--- src/rtl/ihx_pkg.sv ---
// Shared types and constants for the Intel HEX record parser.
// Holds character codes, record types, result kinds, error codes and decoder state.
// No dependencies.
package ihx_pkg;

    // Parser phases.
    localparam logic [1:0] PH_WAIT = 2'd0;
    localparam logic [1:0] PH_REC  = 2'd1;
    localparam logic [1:0] PH_HALT = 2'd2;

    // Characters with a meaning of their own.
    localparam logic [7:0] CH_COLON = 8'h3A;
    localparam logic [7:0] CH_LF    = 8'h0A;
    localparam logic [7:0] CH_CR    = 8'h0D;

    // Record types.
    localparam logic [7:0] REC_DATA = 8'h00;
    localparam logic [7:0] REC_EOF  = 8'h01;
    localparam logic [7:0] REC_ESA  = 8'h02;
    localparam logic [7:0] REC_SSA  = 8'h03;
    localparam logic [7:0] REC_ELA  = 8'h04;
    localparam logic [7:0] REC_SLA  = 8'h05;

    // Result kinds.
    localparam logic [1:0] KIND_DATA   = 2'd0;
    localparam logic [1:0] KIND_ACCEPT = 2'd1;
    localparam logic [1:0] KIND_EOF    = 2'd2;
    localparam logic [1:0] KIND_ERROR  = 2'd3;

    // Error codes.
    localparam logic [2:0] ERR_NONE      = 3'd0;
    localparam logic [2:0] ERR_START     = 3'd1;
    localparam logic [2:0] ERR_HEX       = 3'd2;
    localparam logic [2:0] ERR_LENGTH    = 3'd3;
    localparam logic [2:0] ERR_CHECKSUM  = 3'd4;
    localparam logic [2:0] ERR_START_REC = 3'd5;
    localparam logic [2:0] ERR_TYPE      = 3'd6;

    // Bytes of header and checksum around the data.
    localparam logic [8:0] HDR_BYTES = 9'd4;
    localparam logic [8:0] FRAME_BYTES = 9'd5;

    typedef struct packed {
        logic [1:0]  phase;
        logic [3:0]  high_nibble;
        logic        nibble_pending;
        logic [8:0]  byte_index;
        logic [7:0]  record_length;
        logic [15:0] record_offset;
        logic [7:0]  record_type;
        logic [7:0]  running_sum;
        logic [15:0] segment_base;
        logic [15:0] linear_base;
        logic [15:0] pending_base;
        logic [31:0] base_address;   // segment_base*16 + linear_base*65536
    } t_state;

    typedef struct packed {
        logic [1:0]  kind;
        logic [31:0] byte_address;
        logic [7:0]  data_byte;
        logic [2:0]  error_code;
    } t_result;

    // Hex digit decode: {valid, value}.
    function automatic logic [4:0] hex_value(input logic [7:0] c);
        logic [4:0] r;
        r = 5'd0;
        if (c >= 8'h30 && c <= 8'h39) begin
            r = {1'b1, 4'(c - 8'h30)};
        end else if (c >= 8'h41 && c <= 8'h46) begin
            r = {1'b1, 4'(c - 8'h37)};
        end else if (c >= 8'h61 && c <= 8'h66) begin
            r = {1'b1, 4'(c - 8'h57)};
        end
        return r;
    endfunction

endpackage

--- src/rtl/intel_hex_record_parser.sv ---
// Intel HEX record parser, top level: input register, decode step, result register.
// Streams ASCII characters in and data bytes, record verdicts and errors out.
// Depends on ihx_pkg and ihx_step.

// One character is taken per transfer on the slave side, one character per clock
// when both sides keep up. A character's result, if it has one, reaches the master
// side by way of the input register and then the result register: the character sits
// in the input register while the decode step fills the result register, which drives
// the master side. The sustained rate of one character per cycle, when both sides keep
// up, is set by the single decode step, which updates the record state once per
// character.
// Each character yields at most one result: a data byte with its absolute address
// (segment*16 + linear*65536 + offset + index, wrapping at 32 bits), a record accepted,
// an end-of-file record, or an error with its code. A newline, or a character marked
// with tlast, closes the record. Extended segment and linear address records update
// their base only once the record passes its checks. After an error or an end-of-file
// record every further character is taken and dropped until reset, so downstream must
// discard the whole image if any error is reported. The result register frees up in
// the same cycle its transfer completes, so a stalled master side holds one result
// while one more character waits in the input register.
module intel_hex_record_parser (
    input  logic        i_clk,
    input  logic        i_rst_n,
    input  logic        s_axis_tvalid,
    output logic        s_axis_tready,
    input  logic [7:0]  s_axis_tdata,   // [7:0] ch
    input  logic        s_axis_tlast,   // final_char
    output logic        m_axis_tvalid,
    input  logic        m_axis_tready,
    output logic [47:0] m_axis_tdata,   // [31:0] byte_address, [39:32] data_byte,
                                        // [42:40] error_code, [47:43] zero
    output logic [1:0]  m_axis_tuser    // [1:0] kind
);

    // Input register.
    logic       r_in_valid;
    logic [7:0] r_ch;
    logic       r_final;

    // Decoder state.
    ihx_pkg::t_state r_state;
    ihx_pkg::t_state n_state;

    // Result register.
    logic             r_out_valid;
    ihx_pkg::t_result r_out;

    logic             res_valid;
    ihx_pkg::t_result res;
    logic             advance;

    // Move the held character through the decoder when the result register can take
    // whatever it produces.
    assign advance       = r_in_valid && (!r_out_valid || m_axis_tready);
    assign s_axis_tready = !r_in_valid || advance;

    ihx_step u_step (
        .i_state     (r_state),
        .i_ch        (r_ch),
        .i_final     (r_final),
        .o_state     (n_state),
        .o_res_valid (res_valid),
        .o_res       (res)
    );

    // Capture a new character on every transfer; drop the valid flag once consumed.
    always_ff @(posedge i_clk) begin
        if (!i_rst_n) begin
            r_in_valid <= 1'b0;
        end else if (s_axis_tready) begin
            r_in_valid <= s_axis_tvalid;
        end
    end

    always_ff @(posedge i_clk) begin
        if (s_axis_tready) begin
            r_ch    <= s_axis_tdata;
            r_final <= s_axis_tlast;
        end
    end

    // Advance the record state one character at a time.
    always_ff @(posedge i_clk) begin
        if (!i_rst_n) begin
            r_state <= '0;
        end else if (advance) begin
            r_state <= n_state;
        end
    end

    // Load a fresh result on advance; otherwise clear it once transferred.
    always_ff @(posedge i_clk) begin
        if (!i_rst_n) begin
            r_out_valid <= 1'b0;
        end else if (advance) begin
            r_out_valid <= res_valid;
        end else if (m_axis_tready) begin
            r_out_valid <= 1'b0;
        end
    end

    always_ff @(posedge i_clk) begin
        if (advance) begin
            r_out <= res;
        end
    end

    assign m_axis_tvalid = r_out_valid;
    assign m_axis_tdata  = {5'b00000, r_out.error_code, r_out.data_byte, r_out.byte_address};
    assign m_axis_tuser  = r_out.kind;

`ifndef SYNTHESIS
    // Halt is permanent until reset.
    a_halt_sticks: assert property (@(posedge i_clk) disable iff (!i_rst_n)
        (r_state.phase == ihx_pkg::PH_HALT) |=> (r_state.phase == ihx_pkg::PH_HALT))
        else $error("parser left halt without reset");

    // A character consumed while halted leaves no result behind.
    a_halt_silent: assert property (@(posedge i_clk) disable iff (!i_rst_n)
        (advance && r_state.phase == ihx_pkg::PH_HALT) |=> !m_axis_tvalid)
        else $error("result produced while halted");

    // Error results always carry a code, other results never do.
    a_err_code: assert property (@(posedge i_clk) disable iff (!i_rst_n)
        m_axis_tvalid |-> ((m_axis_tuser == ihx_pkg::KIND_ERROR) ==
                           (r_out.error_code != ihx_pkg::ERR_NONE)))
        else $error("error code does not match result kind");

    // Any result other than a data byte sends the parser out of the record phase.
    a_verdict_closes: assert property (@(posedge i_clk) disable iff (!i_rst_n)
        (advance && res_valid && res.kind != ihx_pkg::KIND_DATA)
            |=> (r_state.phase != ihx_pkg::PH_REC))
        else $error("record verdict left parser inside a record");
`endif

endmodule

--- src/rtl/ihx_step.sv ---
// Single-character decode step of the Intel HEX record parser.
// Pure combinational: current state and one character in, next state and result out.
// Depends on ihx_pkg.
module ihx_step (
    input  ihx_pkg::t_state  i_state,
    input  logic [7:0]       i_ch,
    input  logic             i_final,
    output ihx_pkg::t_state  o_state,
    output logic             o_res_valid,
    output ihx_pkg::t_result o_res
);

    logic [4:0] hex;
    logic [7:0] b;
    logic [8:0] idx;
    logic [8:0] len9;
    logic [8:0] d;

    always_comb begin
        ihx_pkg::t_state n;
        ihx_pkg::t_result res;
        logic res_valid;
        logic do_close;
        logic failed;
        logic [2:0] err;

        n         = i_state;
        res       = '0;
        res_valid = 1'b0;
        do_close  = 1'b0;
        failed    = 1'b0;
        err       = ihx_pkg::ERR_NONE;

        if (i_state.phase == ihx_pkg::PH_WAIT) begin
            if (i_ch != ihx_pkg::CH_COLON) begin
                failed = 1'b1;
                err    = ihx_pkg::ERR_START;
            end else begin
                n.phase          = ihx_pkg::PH_REC;
                n.high_nibble    = '0;
                n.nibble_pending = 1'b0;
                n.byte_index     = '0;
                n.record_length  = '0;
                n.record_offset  = '0;
                n.record_type    = '0;
                n.running_sum    = '0;
                n.pending_base   = '0;
                do_close         = i_final;
            end
        end else if (i_state.phase == ihx_pkg::PH_REC) begin
            if (i_ch == ihx_pkg::CH_LF) begin
                do_close = 1'b1;
            end else if (i_ch == ihx_pkg::CH_CR) begin
                do_close = i_final;
            end else if (!hex[4]) begin
                failed = 1'b1;
                err    = ihx_pkg::ERR_HEX;
            end else if (!i_state.nibble_pending) begin
                n.high_nibble    = hex[3:0];
                n.nibble_pending = 1'b1;
                do_close         = i_final;
            end else begin
                n.nibble_pending = 1'b0;
                if (idx != 9'd0 && idx > ihx_pkg::HDR_BYTES + len9) begin
                    failed = 1'b1;
                    err    = ihx_pkg::ERR_LENGTH;
                end else begin
                    n.running_sum = i_state.running_sum + b;
                    n.byte_index  = idx + 9'd1;
                    priority if (idx == 9'd0) begin
                        n.record_length = b;
                    end else if (idx == 9'd1) begin
                        n.record_offset = {b, 8'h00};
                    end else if (idx == 9'd2) begin
                        n.record_offset = {i_state.record_offset[15:8], b};
                    end else if (idx == 9'd3) begin
                        n.record_type = b;
                        if (b == ihx_pkg::REC_SSA || b == ihx_pkg::REC_SLA) begin
                            failed = 1'b1;
                            err    = ihx_pkg::ERR_START_REC;
                        end else if (b > ihx_pkg::REC_SLA) begin
                            failed = 1'b1;
                            err    = ihx_pkg::ERR_TYPE;
                        end
                    end else if (idx < ihx_pkg::HDR_BYTES + len9) begin
                        if (i_state.record_type == ihx_pkg::REC_DATA) begin
                            res_valid        = 1'b1;
                            res.kind         = ihx_pkg::KIND_DATA;
                            res.data_byte    = b;
                            res.byte_address = i_state.base_address
                                             + {16'h0000, i_state.record_offset}
                                             + {24'h000000, d[7:0]};
                        end else if (i_state.record_type == ihx_pkg::REC_ESA ||
                                     i_state.record_type == ihx_pkg::REC_ELA) begin
                            if (d == 9'd0) begin
                                n.pending_base = {b, 8'h00};
                            end else if (d == 9'd1) begin
                                n.pending_base = {i_state.pending_base[15:8], b};
                            end
                        end
                    end else begin
                        // checksum byte: only the running sum and the byte index move
                    end
                    if (!failed) begin
                        do_close = i_final;
                    end
                end
            end
        end

        // Close the record on the state left by this character.
        if (!failed && do_close) begin
            res_valid = 1'b1;
            res       = '0;
            priority if (n.nibble_pending) begin
                failed = 1'b1;
                err    = ihx_pkg::ERR_HEX;
            end else if (n.byte_index < ihx_pkg::FRAME_BYTES ||
                         n.byte_index != ihx_pkg::FRAME_BYTES + {1'b0, n.record_length}) begin
                failed = 1'b1;
                err    = ihx_pkg::ERR_LENGTH;
            end else if (n.running_sum != 8'h00) begin
                failed = 1'b1;
                err    = ihx_pkg::ERR_CHECKSUM;
            end else if (n.record_type == ihx_pkg::REC_EOF) begin
                if (n.record_length != 8'd0) begin
                    failed = 1'b1;
                    err    = ihx_pkg::ERR_LENGTH;
                end else begin
                    n.phase  = ihx_pkg::PH_HALT;
                    res.kind = ihx_pkg::KIND_EOF;
                end
            end else if (n.record_type == ihx_pkg::REC_ESA ||
                         n.record_type == ihx_pkg::REC_ELA) begin
                if (n.record_length != 8'd2) begin
                    failed = 1'b1;
                    err    = ihx_pkg::ERR_LENGTH;
                end else begin
                    n.phase  = ihx_pkg::PH_WAIT;
                    res.kind = ihx_pkg::KIND_ACCEPT;
                    if (n.record_type == ihx_pkg::REC_ESA) begin
                        n.segment_base = n.pending_base;
                        n.base_address = {12'h000, n.pending_base, 4'h0}
                                       + {n.linear_base, 16'h0000};
                    end else begin
                        n.linear_base  = n.pending_base;
                        n.base_address = {12'h000, n.segment_base, 4'h0}
                                       + {n.pending_base, 16'h0000};
                    end
                end
            end else begin
                n.phase  = ihx_pkg::PH_WAIT;
                res.kind = ihx_pkg::KIND_ACCEPT;
            end
        end

        if (failed) begin
            n.phase        = ihx_pkg::PH_HALT;
            res_valid      = 1'b1;
            res            = '0;
            res.kind       = ihx_pkg::KIND_ERROR;
            res.error_code = err;
        end

        o_state     = n;
        o_res       = res;
        o_res_valid = res_valid;
    end

    assign hex  = ihx_pkg::hex_value(i_ch);
    assign b    = {i_state.high_nibble, hex[3:0]};
    assign idx  = i_state.byte_index;
    assign len9 = {1'b0, i_state.record_length};
    assign d    = idx - ihx_pkg::HDR_BYTES;

endmodule
--- config.mk ---
export PLATFORM = sky130hd
export DESIGN_NAME = intel_hex_record_parser
export DESIGN_NICKNAME = d
export VERILOG_FILES = /design/src/rtl/ihx_pkg.sv /design/src/rtl/intel_hex_record_parser.sv /design/src/rtl/ihx_step.sv
export SDC_FILE = /design/constraint.sdc
export NUM_CORES = 1
export LEC_CHECK = 0
export ABC_AREA = 1
export BUFFER_PORTS_ARGS = -buffer_cell sky130_fd_sc_hd__buf_2
export CELL_PAD_IN_SITES_DETAIL_PLACEMENT = 2
export CELL_PAD_IN_SITES_GLOBAL_PLACEMENT = 2
export CORE_MARGIN = 2
export CORE_UTILIZATION = 30
export DETAILED_ROUTE_END_ITERATION = 10
export PLACE_DENSITY = 0.81
export SKIP_CTS_REPAIR_TIMING = 1
export SLEW_MARGIN = 20
export SYNTH_ARGS = -nofsm -noshare
export SYNTH_HDL_FRONTEND = slang
export SYNTH_SLANG_ARGS = --single-unit
--- constraint.sdc ---
create_clock -name i_clk -period 11.7 [get_ports i_clk]
set_input_delay 1.17 -clock i_clk [delete_from_list [all_inputs] [get_ports i_clk]]
set_output_delay 1.17 -clock i_clk [all_outputs]
set_load 0.01 [all_outputs]
==> run_results.csv, run 1 <==
group,metric,value,unit
outcome,status,"finished clean",
power_and_ir_drop,p_leak,6.74,nW
route,vias,12800,
global_route,grt-ovfl-total,0,
synth,ys_ff_latch,188,
synth,synth_flop_cell,"dfxtp_1",
power_and_ir_drop,p_total,1.64,mW
worst_setup_path,critPathMaxStageDelay,0.59,ns
cells_and_area,synthToLayoutAreaGrowth,10.6,%
floorplan,die_y,211,µm
cells_and_area,drive_gt1_share,9.91,%
worst_setup_path,crit_fanout,9,
timing,fin_setup_tns,0,ns
worst_setup_path,slowest_stage,"o21ai_1",
synth,ys_warn_count,0,
power_and_ir_drop,peakVddDrop,92.6,µV
job,drv_cap,0,
global_route,grt_usage,22.4,%
synth,avgSynthCellArea,6.88,µm²
timing,worst_pin_slew,1.07,ns
clock_tree,cts-root-buf,"clkbuf_16",
timing,finalCriticalPeriod,5.97,ns
timing,relSlewSlack,27.8,%
global_route,grt_pass1_wl,77400,µm
timing,slew_viol_final,0,
cells_and_area,fill_cells,5083,
global_route,antenna_found_initial,0,
floorplan,row_count,75,
global_route,grt_max_degree,83,
synth,synthArstFlopShare,0,%
global_route,grt_pass1_vias,13900,
worst_setup_path,arrival,6.34,ns
timing,fin_crit_sh,51.0,%
clock_tree,cts_buffer_depth,2,
route,viasPerCell,5.23,
synth,yosys.cell_count.top_type,"nand2_1",
synth,netlist.area_leader.share,20.9,%
worst_setup_path,path_buf_inv,2,
timing,worst_clock_skew,0.0139,ns
worst_setup_path,start_kind,"flip-flop",
timing,max_freq,0.168,GHz
cells_and_area,final_util,33.7,%
worst_setup_path,crit_family,"simple AND/OR/NAND/NOR gates",
clock_tree,cts_made_buffers,17,
clock_tree,cts_tree,"done",
floorplan,io_pins,65,
worst_setup_path,crit_path_end_kind,"flip-flop",
floorplan,core-area,42000,µm²
clock_tree,clk_latency,0.48,ns
route,wl,48700,µm
hold_path,hold_class,"reg2reg",
synth,synthTopCellsByCount,"393 x nand2_1, 261 x inv_1, 206 x nor2_1, 147 x o21ai_0, 136 x a21oi_1",
placement,detailed_place_hpwl,37100,µm
cells_and_area,num_antenna_cells,0,
clock_tree,cts_sinks,188,
route,drtIter0Drc,638,
clock_tree,cts.htree.levels,4,
synth,synth.area.top_cells,"dfxtp_1 21%, edfxtp_1 13%, nand2_1 12%, inv_1 7.6%, ha_1 6.6%",
placement,dp_cells,2414,
worst_setup_path,path_class,"reg2reg",
synth,ys_types,53,
synth,synthCells,1862,
floorplan,die_x,211,µm
timing,hold_viol,0,
synth,synth_edf_count,54,
worst_setup_path,cp.required,12.07,ns
power_and_ir_drop,power_density,116,nW/µm²
route,routedWlPerCell,19.9,µm
floorplan,die_area,44400,µm²
synth,ys_seq_area_share,33.6,%
cells_and_area,instances_no_fill,2446,
timing,setup_viol,0,
placement,portBuffers,59,
placement,gp_congestion,0.881,
worst_setup_path,critPathMostFrequentCell,"nor2_1",
timing,rsz0062_at_grt,"no",
route,drc_errors,0,
synth,yosysTopAreaCell,"dfxtp_1",
route,antenna_left,0,
cells_and_area,final_cell_area,14200,µm²
floorplan,start_util,30.5,%
synth,netlist_area,12800,µm²
route,dr.pass1.iters,4,
clock_tree,clk_pin_slew_worst_paths,0.09,ns
cells_and_area,fin_nets,1983,
placement,place_area,13600,µm²
==> final timing paths <==
kind | from | endpoint | slack (ns) | cells after the start
worst min-delay path | r_state[108]$_SDFFE_PN0P_ | r_state[108]$_SDFFE_PN0P_ | 0.48 | 1
worst max register to register | r_state[116]$_SDFFE_PN0P_ | r_state[31]$_SDFFE_PN0P_ | 5.73 | 30
worst min register to register | r_state[108]$_SDFFE_PN0P_ | r_state[108]$_SDFFE_PN0P_ | 0.48 | 1
worst max-delay path | r_state[116]$_SDFFE_PN0P_ | r_state[31]$_SDFFE_PN0P_ | 5.73 | 30
==> cells in the final DEF (no fill, tap or decap), drive strengths merged <==
master,instances
o2111ai,3
edfxtp,54
o21a,6
nor2,227
fa,8
o211ai,7
o22ai,6
o21ai,179
dfxtp,134
nand3b,5
o21bai,4
xnor2,9
nand4,28
a22oi,1
buf,69
o31ai,1
conb,5
clkinv,9
nand3,132
a21oi,137
nor3,29
ha,68
and2,2
inv,288
nor4,4
a21o,3
a21boi,1
nand2,415
a211oi,3
o211a,7
or2,10
xor2,26
nor3b,1
a31oi,9
clkbuf,17
==> report_power, final <==
part,leakage [nW],switching (mW),internal [mW]
combinational,4.83,0.224,0.0856
clock,0.297,0.324,0.292
sequential,1.61,0.0223,0.692
==> cell type report <==
cell class | instances | area (µm²) | share of cell area (%)
clock inverter | 15 | 186 | 1.32
clock buffer | 17 | 425 | 3.00
inverter | 282 | 1060 | 7.51
tap | 539 | 674 | 4.76
sequential | 188 | 4300 | 30.4
timing repair buffer | 69 | 370 | 2.61
multi-input combinational | 1336 | 7140 | 50.4
==> registers in the layout, summed over array words and instances (netlist names) <==
name and cells:
r_state 132, m_axis_tdata 43, r_ch 8, m_axis_tuser 2, m_axis_tvalid 1, r_final 1
r_in_valid 1
==> metrics by stage <==
| stage | setup WS (ns) | hold slack [ns] |
|---|---|---|
| 6_report | 5.73 | 0.481 |
| 5_1_grt | 5.14 | 0.506 |
| 4_1_cts | 5.77 | 0.487 |
| 3_5_place_dp | 5.84 | 0.466 |
| 3_3_place_gp | 6.06 | 0.455 |
| 2_1_floorplan | 7.32 | 0.445 |
==> per-layer routing <==
layer,vias to the layer above,GRT usage [%],share of wire [%]
li1,6109,-,-
met1,6380,28.6,46
met2,246,38.8,48
met3,68,2.65,3.3
met4,0,8.38,3.0
met5,-,0,0
==> kinds of logic (layout without fill, tap and decap cells) <==
kind of cell,Yosys count,count (layout),share of synthesized area (%)
XOR/XNOR,35,35,2.39
buffers and inverters,342,383,10.8
AND/OR/NAND/NOR,853,853,29.8
flip-flops,188,188,33.6
AO/OA/AOI/OAI,367,367,15.5
other,1,5,0.0293
adder cells (fa/ha/maj),76,76,7.89
Note: power is estimated with default switching activity, not from simulation.
==> inputs of run 2 (changes only) <==
- clock period: 11.7 -> 5.85 ns (I/O delays scaled with it)
==> run 2 against run 1 <==
Effect of this change:
- worst setup slack lost 5.1 ns
- clock power is 100% higher
- global-route usage rose by 0.087 points
- total power grew 100%
- largest cell class unchanged
- highest routed layer unchanged
==> run_results.csv, run 2 (synthesized netlist as in run 1, its figures left out) <==
group,metric,value,unit
route,dr.pass1.iters,5,
worst_setup_path,slowest_stage,"dfxtp_1",
power_and_ir_drop,p_leak,6.80,nW
placement,dp_cells,2426,
timing,worst_clock_skew,0.0150,ns
worst_setup_path,cp.required,6.26,ns
floorplan,row_count,75,
job,drv_cap,0,
cells_and_area,synthToLayoutAreaGrowth,11.6,%
route,routedWlPerCell,19.9,µm
clock_tree,cts_buffer_depth,2,
route,drc_errors,0,
cells_and_area,num_antenna_cells,0,
cells_and_area,layout_common_cells,"392 x nand2_1, 260 x inv_1, 203 x nor2_1, 146 x o21ai_0, 135 x a21oi_1",
cells_and_area,largest_reg_flops,132,
floorplan,die_x,211,µm
cells_and_area,mostFrequentLayoutCell,"nand2_1",
timing,worst_pin_slew,1.14,ns
route,wl,49000,µm
global_route,grt_pass1_wl,78200,µm
cells_and_area,seqCellArea,4300,µm²
worst_setup_path,crit_path_end_kind,"flip-flop",
cells_and_area,regMostFlops,"r_state",
worst_setup_path,path_buf_inv,2,
cells_and_area,final_util,34.0,%
worst_setup_path,crit_family,"simple AND/OR/NAND/NOR gates",
timing,fin_crit_sh,89.6,%
global_route,grt_pass1_vias,13800,
cells_and_area,fin_nets,1996,
placement,place_area,13600,µm²
global_route,grt_usage,22.5,%
placement,portBuffers,59,
timing,setup_viol,0,
route,viasPerCell,5.24,
timing,hold_viol,0,
power_and_ir_drop,peakVddDrop,146,µV
worst_setup_path,ff2ff_path_depth,31,
timing,finalCriticalPeriod,5.24,ns
clock_tree,cts_made_buffers,17,
worst_setup_path,critPathMostFrequentCell,"nand2_1",
route,drtIter0Drc,682,
worst_setup_path,arrival,5.65,ns
timing,rsz0062_at_grt,"no",
floorplan,die_y,211,µm
floorplan,core-area,42000,µm²
clock_tree,cts_tree,"done",
clock_tree,clk_pin_slew_worst_paths,0.08,ns
clock_tree,cts.htree.levels,4,
timing,max_freq,0.191,GHz
clock_tree,clk_latency,0.48,ns
timing,relSlewSlack,24.0,%
worst_setup_path,start_kind,"flip-flop",
global_route,antenna_found_initial,0,
route,vias,12900,
worst_setup_path,rrSetupSlack,0.61,ns
cells_and_area,fill_cells,5039,
placement,detailed_place_hpwl,36500,µm
power_and_ir_drop,power_density,230,nW/µm²
cells_and_area,instances_no_fill,2459,
timing,slew_viol_final,0,
worst_setup_path,critPathMaxStageDelay,0.42,ns
worst_setup_path,rr_endpoint,"r_state[30]$_SDFFE_PN0P_",
cells_and_area,multiInputGateArea,7180,µm²
cells_and_area,final_cell_area,14300,µm²
global_route,grt_max_degree,84,
hold_path,hp-start,"s_axis_tlast",
worst_setup_path,crit_fanout,9,
global_route,grt-ovfl-total,0,
worst_setup_path,path_class,"reg2reg",
clock_tree,cts-root-buf,"clkbuf_16",
worst_setup_path,regToRegStartpoint,"r_state[114]$_SDFFE_PN0P_",
floorplan,start_util,30.5,%
clock_tree,cts_sinks,188,
hold_path,hold_class,"in2reg",
timing,fin_setup_tns,0,ns
floorplan,die_area,44400,µm²
timing,holdWs,0.285,ns
floorplan,io_pins,65,
placement,gp_congestion,0.864,
hold_path,holdPathStages,1,
outcome,status,"finished clean",
cells_and_area,drive_gt1_share,10.9,%
hold_path,holdPathEnd,"r_final$_DFFE_PP_",
route,antenna_left,0,
[run 2: how the worst max path moves through the flow]
stage	start	to	depth (start not counted)
2_1_floorplan	r_state[114]$_SDFFE_PN0P_	r_state[31]$_SDFFE_PN0P_	29
3_3_place_gp	r_state[114]$_SDFFE_PN0P_	r_state[31]$_SDFFE_PN0P_	29
5_1_grt	r_state[114]$_SDFFE_PN0P_	r_state[31]$_SDFFE_PN0P_	30
3_5_place_dp	r_state[114]$_SDFFE_PN0P_	r_state[31]$_SDFFE_PN0P_	29
4_1_cts	r_state[114]$_SDFFE_PN0P_	r_state[31]$_SDFFE_PN0P_	29
6_report	r_state[114]$_SDFFE_PN0P_	r_state[30]$_SDFFE_PN0P_	31
[run 2: metrics by stage]
step / power (mW) / worst slack, ns
CTS: 3.31 / 0.189
finish: 3.29 / 0.610
global route: 3.44 / 0.0294
floorplan: 1.86 / 1.47
detailed placement: 2.07 / 0.239
global placement: 2.04 / 0.774
[run 2: worst reg2reg max path: cells and delay by family (launching register included)]
kind,cells,cell delay (ns)
buffers and inverters,2,0.19
adders and majority gates,4,1.01
and+or+nand+nor,22,2.94
xor gates and xnor gates,1,0.18
DFF,1,0.42
AOI/OAI and AO/OA,2,0.44
[run 2: area by class of cell]
type / instances / share of cell area [%]
clock buffer: 18 / 3.15
clock inverter: 14 / 1.11
inverter: 282 / 7.44
multi-input combinational: 1336 / 50.2
sequential: 188 / 30.1
tap: 539 / 4.72
timing repair buffer: 82 / 3.27
[run 2: power breakdown]
part | switching (mW) | internal [mW]
clock network | 0.640 | 0.602
logic | 0.444 | 0.179
registers | 0.0448 | 1.38
[run 2: layer usage]
metal | wire, µm | GRT usage, % | part of all wire (%) | vias to the layer above
li1 | - | - | - | 6146
met1 | 22900 | 29.4 | 47 | 6521
met5 | 0 | 0 | 0 | -
met2 | 23700 | 38.4 | 48 | 169
met4 | 1090 | 7.26 | 2.2 | 0
met3 | 1270 | 2.87 | 2.6 | 59
